**config.mk**
```make
export PLATFORM = sky130hd
export DESIGN_NAME = utf_text_codepoint_decoder_top
export DESIGN_NICKNAME = d
export VERILOG_FILES = /design/src/sv/utfd_pkg.sv /design/src/sv/utf_text_codepoint_decoder_top.sv /design/src/sv/utfd_front.sv /design/src/sv/utfd_back.sv
export SDC_FILE = /design/constraint.sdc
export NUM_CORES = 1
export LEC_CHECK = 0
export BUFFER_PORTS_ARGS = -buffer_cell sky130_fd_sc_hd__buf_2
export CORE_MARGIN = 4
export CORE_UTILIZATION = 45
export DETAILED_ROUTE_END_ITERATION = 10
export PLACE_DENSITY = 0.73
export SYNTH_ARGS = -nofsm -noshare
export SYNTH_HDL_FRONTEND = slang
export SYNTH_SLANG_ARGS = --single-unit
```
**constraint.sdc**
```tcl
create_clock -name clk -period 3 [get_ports clk]
set_clock_uncertainty 0.15 [all_clocks]
set_input_delay 0.6 -clock clk [delete_from_list [all_inputs] [get_ports clk]]
set_output_delay 0.6 -clock clk [all_outputs]
set_load 0.01 [all_outputs]
```
**src/sv/utfd_pkg.sv**
```systemverilog
// Shared types and constants for the text code point decoder.
`default_nettype none

package utfd_pkg;

	// Encoding selected by the configuration register
	typedef enum logic [1:0] {
		MODE_RAW     = 2'd0,
		MODE_UTF8    = 2'd1,
		MODE_UTF16LE = 2'd2,
		MODE_UTF16BE = 2'd3
	} mode_t;

	// Result status codes
	typedef enum logic [1:0] {
		ST_VALID   = 2'd0,
		ST_INVALID = 2'd1,
		ST_TRUNC   = 2'd2
	} status_t;

	// UTF-8 byte classes found by the front end
	typedef enum logic [2:0] {
		CLS_ASCII = 3'd0,
		CLS_CONT  = 3'd1,
		CLS_LEAD2 = 3'd2,
		CLS_LEAD3 = 3'd3,
		CLS_LEAD4 = 3'd4,
		CLS_BAD   = 3'd5
	} cls_t;

	localparam int CP_W = 21;

	// Top six bits of a UTF-16 unit that mark high and low surrogates
	localparam logic [5:0] HI_SURR_TAG = 6'h36;
	localparam logic [5:0] LO_SURR_TAG = 6'h37;
	localparam logic [CP_W-1:0] SUPP_BASE = 21'h10000;

	// Input beat
	typedef struct packed {
		logic [7:0] byte_value;
		logic       end_of_stream;
	} in_beat_t;

	// Result beat
	typedef struct packed {
		logic [CP_W-1:0] code_point;
		status_t         status;
	} out_beat_t;

	// Classified beat passed from front to back
	typedef struct packed {
		mode_t      mode;
		logic       eos;
		logic [7:0] data;
		cls_t       cls;
	} mid_beat_t;

endpackage

`default_nettype wire

```
**src/sv/utf_text_codepoint_decoder_top.sv**
```systemverilog
// Top level of the text code point decoder.
//
// Input channel: drive item and raise push; a beat is taken on a clock edge
// where push is high and full is low. A beat with end_of_stream set flushes
// any partial character as a truncation result; its byte is ignored.
// Result channel: while empty is low the oldest result is on result; it is
// taken on a clock edge where pop is high. Error results carry code point 0.
// Configuration: cfg_we writes cfg_data into the encoding register (0 raw,
// 1 UTF-8, 2 UTF-16LE, 3 UTF-16BE) and clears any partial character; write
// only while the block is idle.
// Path: an accepted beat is registered in the inner queue, then decoded by the
// back end, which registers its result in the output queue for popping.
// Throughput: one byte per cycle while the output queue has room; two-entry
// queues sit between front and back and at the output.
// When the receiver stalls the output queue fills with two results, then the
// inner queue with two beats, and full rises; beats that give no result, such
// as UTF-8 lead bytes or the first byte of a UTF-16 unit, keep flowing until
// then. Reset empties both queues, clears the decode state and selects UTF-8.
`default_nettype none

module utf_text_codepoint_decoder_top (
	input  wire logic               clk,
	input  wire logic               arst_n,
	input  wire logic               push,
	output logic                    full,
	input  wire utfd_pkg::in_beat_t item,
	output logic                    empty,
	input  wire logic               pop,
	output utfd_pkg::out_beat_t     result,
	input  wire logic               cfg_we,
	input  wire logic [1:0]         cfg_data
);

	utfd_pkg::mode_t     mode_q;
	logic                mid_valid;
	logic                mid_take;
	utfd_pkg::mid_beat_t mid_item;

	// Encoding register
	always_ff @(posedge clk or negedge arst_n) begin
		if (!arst_n) begin
			mode_q <= utfd_pkg::MODE_UTF8;
		end else if (cfg_we) begin
			mode_q <= utfd_pkg::mode_t'(cfg_data);
		end
	end

	utfd_front u_front (
		.clk       (clk),
		.arst_n    (arst_n),
		.mode      (mode_q),
		.push      (push),
		.full      (full),
		.item      (item),
		.mid_valid (mid_valid),
		.mid_item  (mid_item),
		.mid_take  (mid_take)
	);

	utfd_back u_back (
		.clk       (clk),
		.arst_n    (arst_n),
		.cfg_we    (cfg_we),
		.mid_valid (mid_valid),
		.mid_item  (mid_item),
		.mid_take  (mid_take),
		.empty     (empty),
		.pop       (pop),
		.result    (result)
	);

	// Error results never carry a code point
	a_err_zero: assert property (@(posedge clk) disable iff (!arst_n)
		(!empty && (result.status != utfd_pkg::ST_VALID)) |-> (result.code_point == '0))
		else $error("error result with nonzero code point");

	// An accepted beat is waiting in the inner queue on the next cycle
	a_push_lands: assert property (@(posedge clk) disable iff (!arst_n)
		(push && !full) |=> mid_valid)
		else $error("accepted beat missing from inner queue");

	// Backpressure only with a loaded inner queue
	a_full_has_beat: assert property (@(posedge clk) disable iff (!arst_n)
		full |-> mid_valid)
		else $error("full raised with empty inner queue");

endmodule

`default_nettype wire

```
**src/sv/utfd_front.sv**
```systemverilog
// Front end: accepts input beats, classifies them and queues them for the back end.
`default_nettype none

module utfd_front (
	input  wire logic               clk,
	input  wire logic               arst_n,
	input  wire utfd_pkg::mode_t    mode,
	input  wire logic               push,
	output logic                    full,
	input  wire utfd_pkg::in_beat_t item,
	output logic                    mid_valid,
	output utfd_pkg::mid_beat_t     mid_item,
	input  wire logic               mid_take
);

	utfd_pkg::mid_beat_t mem_q [2];
	logic                wr_q;
	logic                rd_q;
	logic [1:0]          cnt_q;
	utfd_pkg::mid_beat_t cls_beat;
	logic                do_push;
	logic                do_pop;

	// Byte classification for UTF-8 lead and continuation bytes
	always_comb begin
		cls_beat.mode = mode;
		cls_beat.eos  = item.end_of_stream;
		cls_beat.data = item.byte_value;
		if (!item.byte_value[7]) begin
			cls_beat.cls = utfd_pkg::CLS_ASCII;
		end else if (item.byte_value[7:6] == 2'b10) begin
			cls_beat.cls = utfd_pkg::CLS_CONT;
		end else if (item.byte_value[7:5] == 3'b110) begin
			cls_beat.cls = utfd_pkg::CLS_LEAD2;
		end else if (item.byte_value[7:4] == 4'b1110) begin
			cls_beat.cls = utfd_pkg::CLS_LEAD3;
		end else if (item.byte_value[7:3] == 5'b11110) begin
			cls_beat.cls = utfd_pkg::CLS_LEAD4;
		end else begin
			cls_beat.cls = utfd_pkg::CLS_BAD;
		end
	end

	assign full      = (cnt_q == 2'd2);
	assign mid_valid = (cnt_q != 2'd0);
	assign mid_item  = mem_q[rd_q];
	assign do_push   = push && !full;
	assign do_pop    = mid_take && mid_valid;

	// Two-entry queue storage
	always_ff @(posedge clk) begin
		if (do_push) begin
			mem_q[wr_q] <= cls_beat;
		end
	end

	// Queue pointers and fill count
	always_ff @(posedge clk or negedge arst_n) begin
		if (!arst_n) begin
			wr_q  <= 1'b0;
			rd_q  <= 1'b0;
			cnt_q <= 2'd0;
		end else begin
			if (do_push) begin
				wr_q <= ~wr_q;
			end
			if (do_pop) begin
				rd_q <= ~rd_q;
			end
			cnt_q <= cnt_q + {1'b0, do_push} - {1'b0, do_pop};
		end
	end

endmodule

`default_nettype wire

```
**src/sv/utfd_back.sv**
```systemverilog
// Back end: decode state machine over classified beats, plus the result queue.
`default_nettype none

module utfd_back (
	input  wire logic                clk,
	input  wire logic                arst_n,
	input  wire logic                cfg_we,
	input  wire logic                mid_valid,
	input  wire utfd_pkg::mid_beat_t mid_item,
	output logic                     mid_take,
	output logic                     empty,
	input  wire logic                pop,
	output utfd_pkg::out_beat_t      result
);

	// Decode state
	logic [1:0]                pend_q;
	logic [utfd_pkg::CP_W-1:0] acc_q;
	logic [7:0]                held_q;
	logic                      phase_q;
	logic                      surr_q;

	logic [1:0]                pend_d;
	logic [utfd_pkg::CP_W-1:0] acc_d;
	logic [7:0]                held_d;
	logic                      phase_d;
	logic                      surr_d;

	logic                      emit;
	utfd_pkg::out_beat_t       res;
	logic [15:0]               unit;
	logic [utfd_pkg::CP_W-1:0] acc_shift;

	// Result queue
	utfd_pkg::out_beat_t out_mem_q [2];
	logic                owr_q;
	logic                ord_q;
	logic [1:0]          ocnt_q;
	logic                do_pop;

	assign mid_take  = mid_valid && (ocnt_q != 2'd2);
	assign unit      = (mid_item.mode == utfd_pkg::MODE_UTF16BE) ?
	                   {held_q, mid_item.data} : {mid_item.data, held_q};
	assign acc_shift = {acc_q[utfd_pkg::CP_W-7:0], mid_item.data[5:0]};

	// Next decode state and result for the beat taken this cycle
	always_comb begin
		pend_d  = pend_q;
		acc_d   = acc_q;
		held_d  = held_q;
		phase_d = phase_q;
		surr_d  = surr_q;
		emit    = 1'b0;
		res.code_point = '0;
		res.status     = utfd_pkg::ST_VALID;
		if (cfg_we) begin
			pend_d  = 2'd0;
			acc_d   = '0;
			held_d  = 8'd0;
			phase_d = 1'b0;
			surr_d  = 1'b0;
		end else if (mid_take) begin
			if (mid_item.eos) begin
				if ((pend_q != 2'd0) || phase_q || surr_q) begin
					emit       = 1'b1;
					res.status = utfd_pkg::ST_TRUNC;
				end
				pend_d  = 2'd0;
				acc_d   = '0;
				held_d  = 8'd0;
				phase_d = 1'b0;
				surr_d  = 1'b0;
			end else begin
				case (mid_item.mode)
					utfd_pkg::MODE_RAW: begin
						emit           = 1'b1;
						res.code_point = {13'd0, mid_item.data};
					end
					utfd_pkg::MODE_UTF8: begin
						if (pend_q != 2'd0) begin
							if (mid_item.cls != utfd_pkg::CLS_CONT) begin
								emit       = 1'b1;
								res.status = utfd_pkg::ST_INVALID;
								pend_d     = 2'd0;
								acc_d      = '0;
							end else if (pend_q == 2'd1) begin
								emit           = 1'b1;
								res.code_point = acc_shift;
								pend_d         = 2'd0;
								acc_d          = '0;
							end else begin
								acc_d  = acc_shift;
								pend_d = pend_q - 2'd1;
							end
						end else begin
							case (mid_item.cls)
								utfd_pkg::CLS_ASCII: begin
									emit           = 1'b1;
									res.code_point = {13'd0, mid_item.data};
								end
								utfd_pkg::CLS_LEAD2: begin
									acc_d  = {16'd0, mid_item.data[4:0]};
									pend_d = 2'd1;
								end
								utfd_pkg::CLS_LEAD3: begin
									acc_d  = {17'd0, mid_item.data[3:0]};
									pend_d = 2'd2;
								end
								utfd_pkg::CLS_LEAD4: begin
									acc_d  = {18'd0, mid_item.data[2:0]};
									pend_d = 2'd3;
								end
								default: begin
									// stray continuation or lead byte 0xF8 and up
									emit       = 1'b1;
									res.status = utfd_pkg::ST_INVALID;
								end
							endcase
						end
					end
					default: begin
						// UTF-16, either byte order
						if (!phase_q) begin
							held_d  = mid_item.data;
							phase_d = 1'b1;
						end else begin
							phase_d = 1'b0;
							held_d  = 8'd0;
							if (surr_q) begin
								emit   = 1'b1;
								surr_d = 1'b0;
								acc_d  = '0;
								if (unit[15:10] != utfd_pkg::LO_SURR_TAG) begin
									res.status = utfd_pkg::ST_INVALID;
								end else begin
									res.code_point = {acc_q[utfd_pkg::CP_W-1:10], unit[9:0]}
									                 + utfd_pkg::SUPP_BASE;
								end
							end else if (unit[15:10] == utfd_pkg::HI_SURR_TAG) begin
								acc_d  = {1'b0, unit[9:0], 10'd0};
								surr_d = 1'b1;
							end else begin
								emit           = 1'b1;
								res.code_point = {5'd0, unit};
							end
						end
					end
				endcase
			end
		end
	end

	// Decode state registers
	always_ff @(posedge clk or negedge arst_n) begin
		if (!arst_n) begin
			pend_q  <= 2'd0;
			acc_q   <= '0;
			held_q  <= 8'd0;
			phase_q <= 1'b0;
			surr_q  <= 1'b0;
		end else begin
			pend_q  <= pend_d;
			acc_q   <= acc_d;
			held_q  <= held_d;
			phase_q <= phase_d;
			surr_q  <= surr_d;
		end
	end

	assign empty  = (ocnt_q == 2'd0);
	assign result = out_mem_q[ord_q];
	assign do_pop = pop && !empty;

	// Result queue storage
	always_ff @(posedge clk) begin
		if (emit) begin
			out_mem_q[owr_q] <= res;
		end
	end

	// Result queue pointers and fill count
	always_ff @(posedge clk or negedge arst_n) begin
		if (!arst_n) begin
			owr_q  <= 1'b0;
			ord_q  <= 1'b0;
			ocnt_q <= 2'd0;
		end else begin
			if (emit) begin
				owr_q <= ~owr_q;
			end
			if (do_pop) begin
				ord_q <= ~ord_q;
			end
			ocnt_q <= ocnt_q + {1'b0, emit} - {1'b0, do_pop};
		end
	end

endmodule

`default_nettype wire
```
Word-level counts from Yosys, hierarchy flattened
Memories as Yosys holds them, arrays and structs flattened.
Index checks and enable logic that the tools add are counted.
Operators by class
  $add $sub $neg: 6
  eq/ne operators: 18
  mux-type cells: 77
  bitwise operators: 4
  reduce and logical (&&, ||, !) cells: 26
Operators by type and width (count)
  $mux 21: 14
  $mux 23: 4
  $pmux 21 s2: 2
  $pmux 21 s3: 1
  $mux 8: 6
  $mux 1: 32
  $mux 16: 2
  $add 21x17->21 const B: 1
  $mux 2: 9
  $mux 3: 4
  $ne 7x6->1 const B: 1
  $eq 2x2->1 const B: 3
  $eq 3x2->1 const B: 2
  $eq 3x3->1 const B: 2
  $eq 6x6->1 const B: 1
  $ne 3x1->1 const B: 2
  $ne 6x6->1 const B: 1
  $pmux 2 s3: 1
  $reduce_and 3->1: 2
  $reduce_bool 2->1: 3
  $reduce_bool 3->1: 2
  $reduce_bool 6->1: 1
  $eq 5x5->1 const B: 1
  $reduce_and 5->1: 1
  other kinds (21): 33
Storage, ports and cells
  register bits: 43
  RAM bits: 74
  word-level logic and storage cells: 145
  memories: 2
Memories
  u_back.out_mem_q: words 2, width 23, read ports 1, clocked after memory_dff 0, wr ports 1, line utfd_back.sv:35  | utfd_pkg::out_beat_t out_mem_q [2];
  u_front.mem_q: words 2, width 14, read ports 1, clocked after memory_dff 0, wr ports 1, line utfd_front.sv:16  | utfd_pkg::mid_beat_t mem_q [2];

Longest topological paths before layout
An unclocked memory read counts as a cell.
  depth in word-level cells: 13
  gate-level depth with buffers: 12
  mapped depth without buffers: 10

Cells and area by module
From an unflattened synthesis, not the netlist that was laid out.
Unflattened totals
  cells, all modules: 480
  area total of the unflattened synthesis: 5896.9 um^2
By module, submodules not included
  utfd_back: instances 1, cells each 407, area an instance 4534.3 um^2
  utfd_front: instances 1, cells each 69, area an instance 1288.7 um^2
  utf_text_codepoint_decoder_top: instances 1, cells each 4, area an instance 73.8 um^2

Least setup slack after synthesis
No wires, ideal clock.
  path type: flip-flop to flip-flop
  from: reg u_front.rd_q
  to: mem u_back.out_mem_q[1][0] (netlist bit), enable pin
  library setup time: 0.405 ns
  data arrival time: 2.724 ns
  required time: 2.445 ns
  setup slack: -0.279 ns
  stages on the path, launching flop included: 9
  path buffers: 4
  cells stage by stage: dfrtp_1 buf_6 buf_4 buf_2 buf_2 mux2i_1 nor2_1 o2bb2ai_1 nor2b_1
On the way
  longest elaborated chain between the ends: 13
  elaborated cells between the ends (all ways): 23
Ends and longest elaborated chain
  start, declared: line utfd_front.sv:18  | logic rd_q;
  start signal, assigned: line utfd_front.sv:68  | rd_q <= ~rd_q;
  $mem_v2 2x14 (*)
  $eq 2x2->1: line utfd_back.sv:42  | assign unit = (mid_item.mode == utfd_pkg::MODE_UTF16BE) ?
  $mux 16: line utfd_back.sv:42
  $eq 6x6->1: line utfd_back.sv:139  | end else if (unit[15:10] == utfd_pkg::HI_SURR_TAG) begin
  $mux 1: line utfd_back.sv:139
  $mux 1: line utfd_back.sv:129  | if (surr_q) begin
  $mux 1: line utfd_back.sv:123  | if (!phase_q) begin
  $pmux 1 s2: line utfd_back.sv:74  | case (mid_item.mode)
  $mux 1 (*): line utfd_back.sv:63  | if (mid_item.eos) begin
  $mux 1 (*): line utfd_back.sv:62  | end else if (mid_take) begin
  $mux 1 (*): line utfd_back.sv:56  | if (cfg_we) begin
  $mux 1 (*): line utfd_back.sv:176  | if (emit) begin
  $mux 1 (not written as such) (*): line utfd_back.sv:177  | out_mem_q[owr_q] <= res;
  end, declared: line utfd_back.sv:35
Every way passes the cells marked *; elsewhere a longest branch is shown, timed or not.

==> impl_metrics.py <==
metrics = {
    "synth": {
        "ys_warn_count": 0,
        "synthArstFlopShare_pct": 36.8,
        "yosysUniqueCellTypes": 68,
        "yosysSeqAreaShare_pct": 55.8,
        "ys.flop_type": "edfxtp_1",
        "synth-seq-cells": 117,
        "syn-cell-area_um2": 5910,
        "syn_inst": 482,
        "avgSynthCellArea_um2": 12.3,
        "syn-num-nets": 505,
        "synth_edf_count": 74,
    },
    "final_layout": {
        "diodes": 0,
        "area_delta_synth_final_pct": 22.7,
        "fill_cells": 1093,
        "final_nets": 587,
        "multi_input_area_um2": 2470,
        "layout-drive-gt1-share_pct": 30.8,
        "final-seq-area_um2": 3300,
        "postLayoutCellArea_um2": 7250,
    },
    "cts": {
        "clock-sinks": 117,
        "cts_max_level": 4,
        "cts_buffers": 17,
        "clk_path_buf_depth": 2,
        "clk_latency_ns": 0.41,
        "tritoncts": "yes",
        "cts.clk_slew.worst_paths_ns": 0.05,
        "clockRootBuffer": "clkbuf_16",
    },
    "grt": {
        "grt_max_degree": 25,
        "antenna_found_initial": 0,
        "grt_pass1_wl_um": 21800,
        "grt_usage_pct": 19.1,
        "overflow": 0,
        "first_global_vias": 4260,
    },
    "run": {
        "drv_cap": 0,
    },
    "floorplan": {
        "num_rows": 41,
        "ioPinCount": 41,
        "start_util_pct": 46.4,
        "dieArea_um2": 15000,
        "die_width_um": 123,
        "die_y_um": 123,
        "coreArea_um2": 12700,
    },
    "min_path": {
        "hold_path_class": "primary input to register",
        "min_path_cells": 1,
    },
    "timing": {
        "grt_setup_unrepaired": "no",
        "tns_ns": 0,
        "period_minus_slack_ns": 2.80,
        "setup_violations": 0,
        "slew_headroom_pct": 50.0,
        "fin_ws_ns": 0.202,
        "final-hold-violation-count": 0,
        "hold_ws_ns": 0.229,
        "period_share_pct": 93.3,
        "fmax_mhz": 357,
        "final_max_slew_viol_count": 0,
        "worst_pin_slew_ns": 0.748,
    },
    "detailed_routing": {
        "antenna_left": 0,
        "wire_per_inst_um": 18.1,
        "drc": 0,
        "drtPass1Iterations": 6,
        "viasPerCell": 5.58,
        "drtIter0Drc": 305,
        "wl_um": 13500,
        "dr_total_vias": 4182,
    },
    "setup_path": {
        "cp_slowest_cell": "dfrtp_2",
        "crit_fanout": 8,
        "arrival_ns": 2.80,
        "path_cells": "or3b_1 -> a22o_1 -> mux2_4 -> buf_4 -> o21ai_1 -> a211oi_1 -> a221o_1",
        "slowest_delay_ns": 0.49,
        "crit_required_ns": 3.00,
        "critical_path_class": "register to register",
        "path_buf_inv": 1,
        "crit_family": "compound AO/OA/AOI/OAI gates",
        "worstSetupStartpointType": "register",
        "worstSetupEndpointType": "register",
        "rr_worst_depth": 7,
        "cp.depth": 7,
    },
    "power_and_ir_drop": {
        "power_frac_seq_pct": 33.1,
        "p_clk_share_pct": 28.1,
        "switching_share_pct": 34.4,
        "p_per_area_nw_per_um2": 997,
        "total_power_w": 0.00722,
        "p_leak_nw": 2.87,
        "switchingPower_w": 0.00248,
        "p_int_w": 0.00474,
        "combPwrFrac_pct": 38.8,
        "vdd_drop_max_mv": 0.577,
    },
    "run_status": {
        "status": "finished clean",
    },
    "placement": {
        "dp_hpwl_um": 9580,
        "io_buffers": 40,
        "place.gp.congestion": 0.929,
        "dp_slack_ns": -0.160,
        "dpl-instance-area_um2": 6510,
    },
}
==> final timing paths <==
kind	start	to	slack [ns]
worst min-delay path	item[1]	u_front.mem_q[1][3]	0.23
worst max register to register	u_front.rd_q	u_back.out_mem_q[1][17]	0.20
max in group asynchronous	arst_n	u_back.acc_q[14]	1.65
worst max-delay path	u_front.rd_q	u_back.out_mem_q[1][17]	0.20
min in group asynchronous	arst_n	mode_q[1]	0.47
worst min register to register	u_back.pend_q[1]	u_back.pend_q[1]	0.33
==> layer usage <==
| metal | part of all wire, % | up-vias | routed length [um] | global-route usage [%] |
|---|---|---|---|---|
| li1 | - | 1967 | - | - |
| met2 | 49 | 145 | 6590 | 31.1 |
| met4 | 2.3 | 0 | 307 | 7.14 |
| met1 | 42 | 2044 | 5750 | 24.5 |
| met3 | 6.5 | 26 | 881 | 5.16 |
| met5 | 0 | - | 0 | 0 |
==> worst register-to-register path, stage by stage, from the launching register on <==
cell      delay [ns]
dfrtp_2         0.49
or3b_1          0.39
a22o_1          0.21
mux2_4          0.31
buf_4           0.18
o21ai_1         0.33
a211oi_1        0.15
a221o_1         0.33
==> synth_stat cells (2+ instances only) <==
master	number	share of area, %
o21ai_0	10	0.85
a21oi_1	18	1.5
xor2_1	2	0.30
nand2b_1	5	0.53
ha_1	7	1.5
a31o_2	2	0.30
o31ai_1	12	1.5
nor2b_1	11	1.2
a31oi_1	4	0.42
buf_6	3	0.57
a2bb2oi_1	2	0.30
and3_1	3	0.32
nand2_1	50	3.2
mux2_2	28	5.3
o2bb2ai_1	6	0.89
buf_2	4	0.34
mux2i_2	2	0.47
nor4b_1	2	0.30
nand4_1	3	0.32
o32a_1	2	0.34
xnor2_1	9	1.3
inv_1	20	1.3
a22oi_1	4	0.51
o211ai_1	7	0.89
mux2i_1	22	3.7
o21bai_1	2	0.25
nor3_1	3	0.25
edfxtp_1	74	38
nand3_1	3	0.25
nor2_1	38	2.4
dfrtp_1	42	18
and2_1	2	0.21
or2_2	2	0.21
mux2_4	16	4.1
a221o_1	5	0.85
a22o_1	3	0.44
o21ai_1	2	0.17
o21a_1	3	0.38
clkbuf_1	13	0.83
a211oi_1	8	1.0
==> sequential cells by signal, summed over array words and instances, names as in the netlist <==
name and flops:
mode_q 2, u_back.acc_q 21, u_back.held_q 8, u_back.ocnt_q 2
u_back.ord_q 1, u_back.out_mem_q 46, u_back.owr_q 1, u_back.pend_q 2
u_back.phase_q 1, u_back.surr_q 1, u_front.cnt_q 2, u_front.mem_q 28
u_front.rd_q 1, u_front.wr_q 1
==> power groups by stage <==
stage | registers (W) | logic, W | clock network [W]
after floorplan | 0.00230 | 0.00184 | 0
after global placement | 0.00239 | 0.00253 | 0
after detailed placement | 0.00241 | 0.00259 | 0
after CTS | 0.00239 | 0.00276 | 0.00206
after global routing | 0.00243 | 0.00303 | 0.00213
final | 0.00239 | 0.00280 | 0.00203
==> placed cells by master, fill, tap and decap left out, drive strengths merged, types with 3 or more instances in the layout <==
master	Yosys	layout
nor2	39	39
a211oi	8	8
ha	7	7
mux2	44	44
clkbuf	13	19
nor2b	11	11
a22o	3	3
o2bb2ai	6	6
nor4	3	3
clkinvlp	0	5
nor3	3	3
a31oi	4	4
a22oi	4	4
inv	20	21
o211ai	7	7
edfxtp	74	74
o21a	3	3
nor4b	3	3
dfrtp	42	42
bufinv	0	3
nand3	3	3
and3	3	3
nand2b	5	5
buf	9	84
clkinv	0	4
nand2	51	51
mux2i	24	24
xnor2	9	9
o31ai	12	12
a221o	5	5
a21oi	18	18
o21ai	13	13
nand4	3	3
==> cell type report <==
cell class | instances | area share (%)
multi-input cells | 323 | 34.0
well taps | 172 | 2.97
flip-flops and latches | 117 | 45.5
repair buffers | 85 | 8.15
clock inverters | 13 | 2.14
inverters | 20 | 1.04
clock buffers | 19 | 6.11
==> cells by family after synthesis <==
logic type	synth area share, %
multiplexers	13.6
flip-flops	55.8
adder cells (fa/ha/maj)	1.48
AND/OR/NAND/NOR	11.4
AO/OA/AOI/OAI	12.9
buffers and inverters	3.20
XOR/XNOR	1.63
==> through the flow <==
stage	util, %	instances
2_1_floorplan	-	482
3_3_place_gp	51.2	710
3_5_place_dp	51.2	710
4_1_cts	56.7	749
5_1_grt	57.0	749
6_report	57.0	749
==> timing repair <==
action | CTS | global route
hold endpoints to repair | 10 | 0
pin swaps | 1 | 0
hold buffers | 1 | 0
setup buffers | 6 | 0
endpoints found under the setup margin | 51 | 24
resized for setup | 2 | 5
Note: power is estimated with default switching activity, not from simulation.
